<file path="config.mk">
export PLATFORM = sky130hd
export DESIGN_NAME = sorted_interval_region_classifier
export DESIGN_NICKNAME = d
export VERILOG_FILES = /design/src/hdl/sirc_pkg.sv /design/src/hdl/sirc_cell.sv /design/src/hdl/sorted_interval_region_classifier.sv
export VERILOG_INCLUDE_DIRS = /design/src /design/src/hdl
export SDC_FILE = /design/constraint.sdc
export NUM_CORES = 2
export LEC_CHECK = 0
export ABC_CLOCK_PERIOD_IN_PS = 6950
export BUFFER_PORTS_ARGS = -buffer_cell sky130_fd_sc_hd__buf_2
export CAP_MARGIN = 10
export CORE_AREA = 4 4 386 388
export DETAILED_ROUTE_END_ITERATION = 16
export DIE_AREA = 0 0 390 392
export GPL_TIMING_DRIVEN = 0
export HOLD_SLACK_MARGIN = 0.03
export PLACE_DENSITY_LB_ADDON = 0.1
export SYNTH_ARGS = -nofsm -noshare
export SYNTH_HDL_FRONTEND = slang
export SYNTH_SLANG_ARGS = --single-unit
</file>
<file path="constraint.sdc">
create_clock -name clk -period 6.95 [get_ports clk]
set_clock_uncertainty 0.15 [all_clocks]
set_input_delay 1.39 -clock clk [delete_from_list [all_inputs] [get_ports clk]]
set_output_delay 1.39 -clock clk [all_outputs]
set_load 0.005 [all_outputs]
</file>
<file path="src/hdl/sorted_interval_region_classifier_assert.svh">
// ============================================================================
// Sorted interval region classifier - assertion macros
// Concurrent assertion helpers clocked on clk, disabled while rst_n is low.
// ============================================================================
`ifndef SORTED_INTERVAL_REGION_CLASSIFIER_ASSERT_SVH
`define SORTED_INTERVAL_REGION_CLASSIFIER_ASSERT_SVH

`ifndef ASSERT_OFF
// Same-cycle implication
`define SIRC_ASSERT_NOW(lbl, ante, cons) \
    lbl: assert property (@(posedge clk) disable iff (!rst_n) (ante) |-> (cons)) \
        else $error("sirc assertion failed");
// Next-cycle implication
`define SIRC_ASSERT_NEXT(lbl, ante, cons) \
    lbl: assert property (@(posedge clk) disable iff (!rst_n) (ante) |=> (cons)) \
        else $error("sirc assertion failed");
`else
`define SIRC_ASSERT_NOW(lbl, ante, cons)
`define SIRC_ASSERT_NEXT(lbl, ante, cons)
`endif

`endif

</file>
<file path="src/hdl/sirc_pkg.sv">
// ============================================================================
// sirc_pkg
// Shared types and codes of the sorted interval region classifier.
// ============================================================================
package sirc_pkg;

    // Faces and positions at doubled scale (1/32 mm), signed
    localparam int FACE_W = 34;
    typedef logic signed [FACE_W-1:0] face_t;

    // Item kinds
    localparam logic [1:0] MODE_CLEAR    = 2'd0;
    localparam logic [1:0] MODE_LOAD     = 2'd1;
    localparam logic [1:0] MODE_CLASSIFY = 2'd2;

    // Region codes
    localparam logic [2:0] REGION_NONE    = 3'd0;
    localparam logic [2:0] REGION_INSIDE  = 3'd1;
    localparam logic [2:0] REGION_BELOW   = 3'd2;
    localparam logic [2:0] REGION_ABOVE   = 3'd3;
    localparam logic [2:0] REGION_BETWEEN = 3'd4;
    localparam logic [2:0] REGION_OVERLAP = 3'd5;

    // Configuration register indexes
    localparam logic [7:0] CFG_UNIT_LENGTH = 8'd0;
    localparam logic [7:0] CFG_SLAB_HEIGHT = 8'd1;

    typedef struct packed {
        face_t      lo;
        face_t      hi;
        logic [7:0] id;
    } slab_t;

    // Handed from a cell to both neighbors
    typedef struct packed {
        logic  valid;
        logic  gt;      // cell's lower face is above the slab being inserted
        slab_t slab;
    } link_t;

    // Per-cycle command to every cell
    typedef struct packed {
        logic clear;
        logic insert;
        logic sample;
    } cell_ctrl_t;

    // Priority ripple along the chain, lowest face first
    typedef struct packed {
        logic       first;
        logic       below;
        logic       hit;
        logic [7:0] hit_id;
        logic       gap;
        logic [7:0] gap_lo_id;
        logic [7:0] gap_hi_id;
        logic       above;
    } carry_t;

endpackage

</file>
<file path="src/hdl/sirc_cell.sv">
// ============================================================================
// sirc_cell
// One slot of the sorted slab chain: holds a slab, clears, shifts on insert,
// samples its compare flags on classify and joins the priority ripple.
// ============================================================================
module sirc_cell
(
    input  logic                clk,
    input  logic                rst_n,
    input  sirc_pkg::cell_ctrl_t ctrl,
    input  sirc_pkg::slab_t     new_slab,
    input  sirc_pkg::face_t     z,
    input  sirc_pkg::link_t     left,
    input  sirc_pkg::link_t     right,
    output sirc_pkg::link_t     link,
    input  sirc_pkg::carry_t    carry_in,
    output sirc_pkg::carry_t    carry_out
);
    import sirc_pkg::*;

    logic  valid_reg, valid_next;
    slab_t slab_reg, slab_next;
    logic  f_in_reg, f_gap_reg, f_above_reg, f_below_reg;
    logic  gt;

    // Sorted order: strictly greater lower faces move up, equal ones stay
    assign gt = valid_reg && (slab_reg.lo > new_slab.lo);

    assign link.valid = valid_reg;
    assign link.gt    = gt;
    assign link.slab  = slab_reg;

    // Insert and clear
    always_comb
    begin
        valid_next = valid_reg;
        slab_next  = slab_reg;
        if (ctrl.clear)
        begin
            valid_next = 1'b0;
        end
        else if (ctrl.insert)
        begin
            if (left.gt)
            begin
                valid_next = 1'b1;
                slab_next  = left.slab;
            end
            else if (gt || (!valid_reg && left.valid))
            begin
                valid_next = 1'b1;
                slab_next  = new_slab;
            end
        end
    end

    always_ff @(posedge clk or negedge rst_n)
    begin
        if (!rst_n)
        begin
            valid_reg <= 1'b0;
        end
        else
        begin
            valid_reg <= valid_next;
        end
    end

    // Slab payload and classify flags
    always_ff @(posedge clk)
    begin
        slab_reg <= slab_next;
        if (ctrl.sample)
        begin
            f_in_reg    <= valid_reg && (z >= slab_reg.lo) && (z <= slab_reg.hi);
            f_gap_reg   <= valid_reg && right.valid && (z > slab_reg.hi)
                           && (z < right.slab.lo);
            f_above_reg <= valid_reg && !right.valid && (z > slab_reg.hi);
            f_below_reg <= z < slab_reg.lo;
        end
    end

    // Priority ripple: the lowest cell that matches wins
    always_comb
    begin
        carry_out.first     = 1'b0;
        carry_out.below     = carry_in.below | (carry_in.first & f_below_reg);
        carry_out.hit       = carry_in.hit | f_in_reg;
        carry_out.hit_id    = carry_in.hit ? carry_in.hit_id : slab_reg.id;
        carry_out.gap       = carry_in.gap | f_gap_reg;
        carry_out.gap_lo_id = carry_in.gap ? carry_in.gap_lo_id : slab_reg.id;
        carry_out.gap_hi_id = carry_in.gap ? carry_in.gap_hi_id : right.slab.id;
        carry_out.above     = carry_in.above | f_above_reg;
    end

endmodule

</file>
<file path="src/hdl/sorted_interval_region_classifier.sv">
// ============================================================================
// sorted_interval_region_classifier
// Sorted table of detector slabs with position region lookup.
// ============================================================================
// Usage:
//   s_axis items: tuser = mode (clear, load, classify); tdata = slab_id,
//   rack_slot, position. Only a classify item gives a result item on m_axis
//   (tuser = region; tdata = hit_id, gap ids, overflow flag).
//   cfg writes unit_length (index 0) or slab_height (index 1) while the
//   block is idle; cfg_ready is always high.
// Timing:
//   One item is in work at a time; s_axis_tready is high only when idle.
//   Clear, unused mode and a load into a full table end at accept. A load
//   does the face math at accept, then one insert shift of the chain. A
//   classify has the cells compare at accept; from ST_SELECT the priority
//   ripple then loads the output register once the output is free.
// Reset: table empty, overflow flag clear, unit_length 711, slab_height 0.
// Stall: a waiting result holds its value; further items are taken, and a
//   classify that finishes behind it holds until the receiver takes it.
// ============================================================================
`include "sorted_interval_region_classifier_assert.svh"

module sorted_interval_region_classifier
#(
    parameter int MAX_SLABS = 16
)
(
    input  logic        clk,
    input  logic        rst_n,
    // Input items
    input  logic        s_axis_tvalid,
    output logic        s_axis_tready,
    input  logic [47:0] s_axis_tdata,  // slab_id[7:0], rack_slot[15:8], position[47:16]
    input  logic [1:0]  s_axis_tuser,  // mode[1:0]
    // Result items
    output logic        m_axis_tvalid,
    input  logic        m_axis_tready,
    output logic [31:0] m_axis_tdata,  // hit_id[7:0], gap_lower_id[15:8],
                                       // gap_upper_id[23:16], overflow[24], zero[31:25]
    output logic [2:0]  m_axis_tuser,  // region[2:0]
    // Configuration writes
    input  logic        cfg_valid,
    output logic        cfg_ready,
    input  logic [7:0]  cfg_index,
    input  logic [15:0] cfg_data
);
    import sirc_pkg::*;

    typedef enum logic [1:0] {ST_IDLE, ST_INSERT, ST_SELECT} state_t;

    state_t      state_reg, state_next;
    logic [15:0] unit_length_reg, slab_height_reg;
    logic        dropped_reg, dropped_next;
    logic        out_valid_reg, out_valid_next;
    logic [2:0]  region_reg, region_next;
    logic [7:0]  hit_id_reg, hit_id_next;
    logic [7:0]  gap_lo_reg, gap_lo_next;
    logic [7:0]  gap_hi_reg, gap_hi_next;
    logic        ovf_reg, ovf_next;
    slab_t       new_slab_reg, new_slab_next;

    logic        accept;
    logic [1:0]  mode;
    logic [7:0]  in_id, in_slot;
    logic [31:0] in_pos;
    logic [23:0] prod;
    face_t       centre2, height, z;
    logic        full;
    cell_ctrl_t  ctrl;
    logic        out_free;

    link_t       links [MAX_SLABS];
    carry_t      carries [MAX_SLABS+1];
    link_t       edge_left, edge_right;
    logic [MAX_SLABS-1:0] valid_vec;
    carry_t      fin;

    assign mode    = s_axis_tuser;
    assign in_id   = s_axis_tdata[7:0];
    assign in_slot = s_axis_tdata[15:8];
    assign in_pos  = s_axis_tdata[47:16];

    assign s_axis_tready = (state_reg == ST_IDLE);
    assign accept        = s_axis_tvalid && s_axis_tready;
    assign cfg_ready     = 1'b1;
    assign full          = links[MAX_SLABS-1].valid;
    assign out_free      = !out_valid_reg || m_axis_tready;

    // Faces at doubled scale; position doubled and sign extended
    assign prod    = in_slot * unit_length_reg;
    assign centre2 = face_t'({prod, 1'b0});
    assign height  = face_t'(slab_height_reg);
    assign z       = face_t'({in_pos[31], in_pos[31], in_pos, 1'b0});

    assign new_slab_next.lo = centre2 - height;
    assign new_slab_next.hi = centre2 + height;
    assign new_slab_next.id = in_id;

    // Cell commands
    assign ctrl.clear  = accept && (mode == MODE_CLEAR);
    assign ctrl.insert = (state_reg == ST_INSERT);
    assign ctrl.sample = accept && (mode == MODE_CLASSIFY);

    // Chain boundaries
    assign edge_left.valid  = 1'b1;
    assign edge_left.gt     = 1'b0;
    assign edge_left.slab   = '0;
    assign edge_right       = '0;
    assign carries[0]       = '{first: 1'b1, default: '0};

    // Row of cells, lowest face at index 0
    for (genvar i = 0; i < MAX_SLABS; i++)
    begin : g_cell
        sirc_cell u_cell
        (
            .clk       (clk),
            .rst_n     (rst_n),
            .ctrl      (ctrl),
            .new_slab  (new_slab_reg),
            .z         (z),
            .left      ((i == 0) ? edge_left : links[(i == 0) ? 0 : i-1]),
            .right     ((i == MAX_SLABS-1) ? edge_right
                                           : links[(i == MAX_SLABS-1) ? i : i+1]),
            .link      (links[i]),
            .carry_in  (carries[i]),
            .carry_out (carries[i+1])
        );
        assign valid_vec[i] = links[i].valid;
    end

    assign fin = carries[MAX_SLABS];

    // Configuration registers
    always_ff @(posedge clk or negedge rst_n)
    begin
        if (!rst_n)
        begin
            unit_length_reg <= 16'd711;
            slab_height_reg <= 16'd0;
        end
        else if (cfg_valid && cfg_ready)
        begin
            case (cfg_index)
                CFG_UNIT_LENGTH: unit_length_reg <= cfg_data;
                CFG_SLAB_HEIGHT: slab_height_reg <= cfg_data;
                default:         ;
            endcase
        end
    end

    // Sequencer and result register
    always_comb
    begin
        state_next     = state_reg;
        dropped_next   = dropped_reg;
        out_valid_next = out_valid_reg && !m_axis_tready;
        region_next    = region_reg;
        hit_id_next    = hit_id_reg;
        gap_lo_next    = gap_lo_reg;
        gap_hi_next    = gap_hi_reg;
        ovf_next       = ovf_reg;
        case (state_reg)
            ST_IDLE:
            begin
                if (accept)
                begin
                    case (mode)
                        MODE_LOAD:
                        begin
                            if (full)
                            begin
                                dropped_next = 1'b1;
                            end
                            else
                            begin
                                state_next = ST_INSERT;
                            end
                        end
                        MODE_CLASSIFY: state_next = ST_SELECT;
                        default:       ;
                    endcase
                end
            end
            ST_INSERT:
            begin
                state_next = ST_IDLE;
            end
            ST_SELECT:
            begin
                if (out_free)
                begin
                    state_next     = ST_IDLE;
                    out_valid_next = 1'b1;
                    hit_id_next    = 8'd0;
                    gap_lo_next    = 8'd0;
                    gap_hi_next    = 8'd0;
                    ovf_next       = dropped_reg;
                    if (!links[0].valid)
                    begin
                        region_next = REGION_NONE;
                    end
                    else if (fin.hit)
                    begin
                        region_next = REGION_INSIDE;
                        hit_id_next = fin.hit_id;
                    end
                    else if (fin.below)
                    begin
                        region_next = REGION_BELOW;
                    end
                    else if (fin.above)
                    begin
                        region_next = REGION_ABOVE;
                    end
                    else if (fin.gap)
                    begin
                        region_next = REGION_BETWEEN;
                        gap_lo_next = fin.gap_lo_id;
                        gap_hi_next = fin.gap_hi_id;
                    end
                    else
                    begin
                        region_next = REGION_OVERLAP;
                    end
                end
            end
            default:
            begin
                state_next = ST_IDLE;
            end
        endcase
    end

    always_ff @(posedge clk or negedge rst_n)
    begin
        if (!rst_n)
        begin
            state_reg     <= ST_IDLE;
            dropped_reg   <= 1'b0;
            out_valid_reg <= 1'b0;
            region_reg    <= REGION_NONE;
            hit_id_reg    <= 8'd0;
            gap_lo_reg    <= 8'd0;
            gap_hi_reg    <= 8'd0;
            ovf_reg       <= 1'b0;
        end
        else
        begin
            state_reg     <= state_next;
            dropped_reg   <= dropped_next;
            out_valid_reg <= out_valid_next;
            region_reg    <= region_next;
            hit_id_reg    <= hit_id_next;
            gap_lo_reg    <= gap_lo_next;
            gap_hi_reg    <= gap_hi_next;
            ovf_reg       <= ovf_next;
        end
    end

    // Slab being loaded, held for the insert cycle
    always_ff @(posedge clk)
    begin
        if (accept)
        begin
            new_slab_reg <= new_slab_next;
        end
    end

    assign m_axis_tvalid = out_valid_reg;
    assign m_axis_tuser  = region_reg;
    assign m_axis_tdata  = {7'd0, ovf_reg, gap_hi_reg, gap_lo_reg, hit_id_reg};

    // Checks
    `SIRC_ASSERT_NOW(a_valid_packed, 1'b1, (valid_vec & (valid_vec + 1'b1)) == '0)
    `SIRC_ASSERT_NEXT(a_full_drop, accept && (mode == MODE_LOAD) && full, dropped_reg)
    `SIRC_ASSERT_NEXT(a_clear_empties, ctrl.clear, valid_vec == '0)
    `SIRC_ASSERT_NEXT(a_select_holds, (state_reg == ST_SELECT) && !out_free,
                      (state_reg == ST_SELECT) && $stable(valid_vec))

endmodule

</file>
==> results.json <==
{
  "outcome": "finished, violations left",
  "violations": "capacitance limit, setup timing",
  "routed_wl_um": 285700,
  "hp-start": "dropped_reg",
  "powerDensity_nw_per_um2": 285.4,
  "yosysUniqueCellTypes": 82,
  "grt_pass1_vias": 70330,
  "fin_cells": 10980,
  "reg2reg_depth": 12,
  "cp-start-kind": "register",
  "multi_input_area_um2": 47290,
  "min_path_type": "register to register",
  "worst_hold_slack_ps": 314.6,
  "ys_ff_latch": 1131,
  "synth.avg_cell_area_um2": 9.921,
  "cp_cell_sequence": "clkinv_1 -> buf_12 -> ha_1 -> nand4_1 -> nor2_1 -> nand2_1 -> nor4_1 -> nand2_1 -> nand4_1 -> clkbuf_2 -> clkbuf_1 -> o21ai_0",
  "cts_tree": "built",
  "max_freq_mhz": 143.3,
  "coreArea_um2": 145400,
  "antenna_found_initial": 15,
  "syn-cell-area_um2": 85580,
  "setup_ws_ps": -27.81,
  "finalCriticalPeriod_ps": 6978,
  "die_w_um": 390,
  "grt_max_degree": 60,
  "globalplace.congestion": 0.9731,
  "whs_path_depth": 1,
  "relSlewSlack": 0.02912,
  "final_net_count": 10520,
  "htree_levels": 4,
  "setup-violations-final": 25,
  "cpMaxStageDelayCell": "edfxtp_1",
  "numPortBuffers": 108,
  "ys.flop_type": "edfxtp_1",
  "p_leak_nw": 42.86,
  "grt_remaining_overflow": 0,
  "drc": 0,
  "arrival_ps": 7300,
  "postLayoutCoreUtil": 0.6517,
  "grt_pass1_wl_um": 421200,
  "routedWlPerCell_um": 26.02,
  "final_max_slew_viol_count": 0,
  "crit_path_end_kind": "register",
  "vias_per_cell": 6.348,
  "synth_warnings": 0,
  "synth-edff-count": 1051,
  "r2r-start": "new_slab_reg[59]",
  "clockRootBuffer": "clkbuf_16",
  "drt_iter0_markers": 6389,
  "firstDrtPassIters": 8,
  "slowest_delay_ps": 1080,
  "ios": 117,
  "ant_nets": 0,
  "worstHoldEndpoint": "dropped_reg",
  "drive_above_1_share": 0.08878,
  "reg2reg_to": "g_cell[14].u_cell.link[11]",
  "seq_area_um2": 33570,
  "dp_cells": 10710,
  "num_vias": 69700,
  "synth-async-reset-ratio": 0.07073,
  "critPathMaxFanout": 18,
  "tightest_slew_ps": 1420,
  "hold_violations": 0,
  "syn_inst": 8626,
  "cts.sinks": 1131,
  "critPathLaunch": "new_slab_reg[59]",
  "seq_area_frac_synth": 0.3923,
  "required_ps": 7280,
  "reg2reg_slack_ps": -30,
  "cts_buffers": 134,
  "fillers": 11590,
  "die_h_um": 392,
  "maxCapViolCount": 1,
  "power.total_mw": 27.04,
  "cts_buffer_depth": 3,
  "critical_path_class": "register to register",
  "synthToLayoutAreaGrowth_pct": 10.71,
  "clkLatencyLatePin_ps": 800,
  "largest_reg_flops": 944,
  "timing.final.crit_share": 1.004,
  "ir_drop_uv": 286.7,
  "final_cell_mix": "ha_1, edfxtp_1, inv_1",
  "track_usage": 0.3683,
  "row_count": 140,
  "start_util": 0.5886,
  "clkTransAtPathRegs_ps": 60,
  "dieArea_um2": 152900,
  "dpl.hpwl_um": 219700,
  "final_common_cell": "ha_1"
}
==> worst max-delay path by stage <==
| stage | endpoint | slack (ps) | cells after the start |
|---|---|---|---|
| final | g_cell[14].u_cell.link[11] | -30 | 12 |
| after global routing | new_slab_reg[32] | -30 | 26 |
| after CTS | g_cell[12].u_cell.link[19] | 10 | 15 |
| after detailed placement | new_slab_reg[65] | -1210 | 25 |
| after global placement | g_cell[11].u_cell.link[10] | -5690 | 11 |
| after floorplan | new_slab_reg[65] | -30 | 24 |
==> cells by family (layout without fill, tap and decap cells) <==
family | Yosys count | count (layout) | share of synthesized area
AOI/OAI and AO/OA | 2207 | 2207 | 0.1549
xor gates and xnor gates | 57 | 57 | 0.005833
muxes | 383 | 383 | 0.04950
other | 2 | 15 | 0.00008775
buffers and inverters | 1351 | 1775 | 0.05994
adders and majority gates | 1488 | 1488 | 0.2251
DFF | 1131 | 1131 | 0.3923
and+or+nand+nor | 2007 | 2007 | 0.1124
==> report_power, final <==
group | leakage (nW) | internal, mW | switching [mW]
clock network | 2.08 | 4.07 | 3.00
registers | 10.7 | 8.85 | 0.867
logic | 30.1 | 3.68 | 6.57
==> critical path: cells and delay by family, from the launching register on <==
family	cells	cell delay, ps
AO/OA/AOI/OAI	1	210
adder cells (fa/ha/maj)	1	330
buffers and inverters	4	2800
flip-flops	1	1080
AND/OR/NAND/NOR	6	2000
==> layout make-up <==
cell class                 instances  share of cell area
clock buffer                     178             0.03891
tap                             1917             0.02532
buffer                           291             0.01261
sequential                      1131              0.3543
inverter                        1054             0.04223
timing repair buffer             188             0.02108
multi-input combinational       6150              0.4991
clock inverter                    64            0.006220
antenna                            7           0.0001849
==> synthesized netlist by cell type, types with 25 or more instances <==
cell,number,share of area
o21ai_0,840,0.049
a211oi_1,62,0.0054
dfrtp_1,74,0.022
ha_1,1402,0.20
mux2_2,322,0.042
nor3_1,74,0.0043
nor2_1,306,0.013
clkbuf_1,261,0.011
mux2i_1,61,0.0071
nand4_1,247,0.018
a21oi_1,532,0.031
o22ai_1,26,0.0019
and2_1,98,0.0072
nand2_1,871,0.038
clkinv_1,25,0.0011
a21o_1,382,0.034
a221oi_1,27,0.0028
nor4_1,33,0.0024
edfxtp_1,1051,0.37
xnor2_1,34,0.0035
o21a_1,106,0.0093
nor2b_1,166,0.012
nand2b_1,70,0.0051
nand3_1,42,0.0025
fa_1,86,0.020
o211ai_1,45,0.0039
inv_1,1029,0.045
a31oi_1,33,0.0024
==> per-layer routing <==
metal | wire [um] | vias up | GRT usage
met5 | 23 | - | 0
met4 | 22400 | 4 | 0.2579
met3 | 26200 | 938 | 0.08266
met2 | 132600 | 3196 | 0.6086
met1 | 104400 | 33700 | 0.4261
li1 | - | 31860 | -
==> per-stage QoR <==
step / area (um2) / worst slack, ps / TNS [ps]
3_5_place_dp: 89950 / -1208 / -245740
4_1_cts: 94260 / 11.36 / 0
2_1_floorplan: 85720 / -32.96 / -32.96
6_report: 94740 / -27.81 / -188.3
5_1_grt: 94730 / -31.73 / -48.71
3_3_place_gp: 88660 / -5693 / -4533030
==> repair_timing <==
item	CTS	global route
buffers inserted	0	13
hold buffers	0	0
pin swaps	1	14
setup endpoints to repair	693	174
gates resized for setup	20	31
Power figures use the tool's default switching activity.
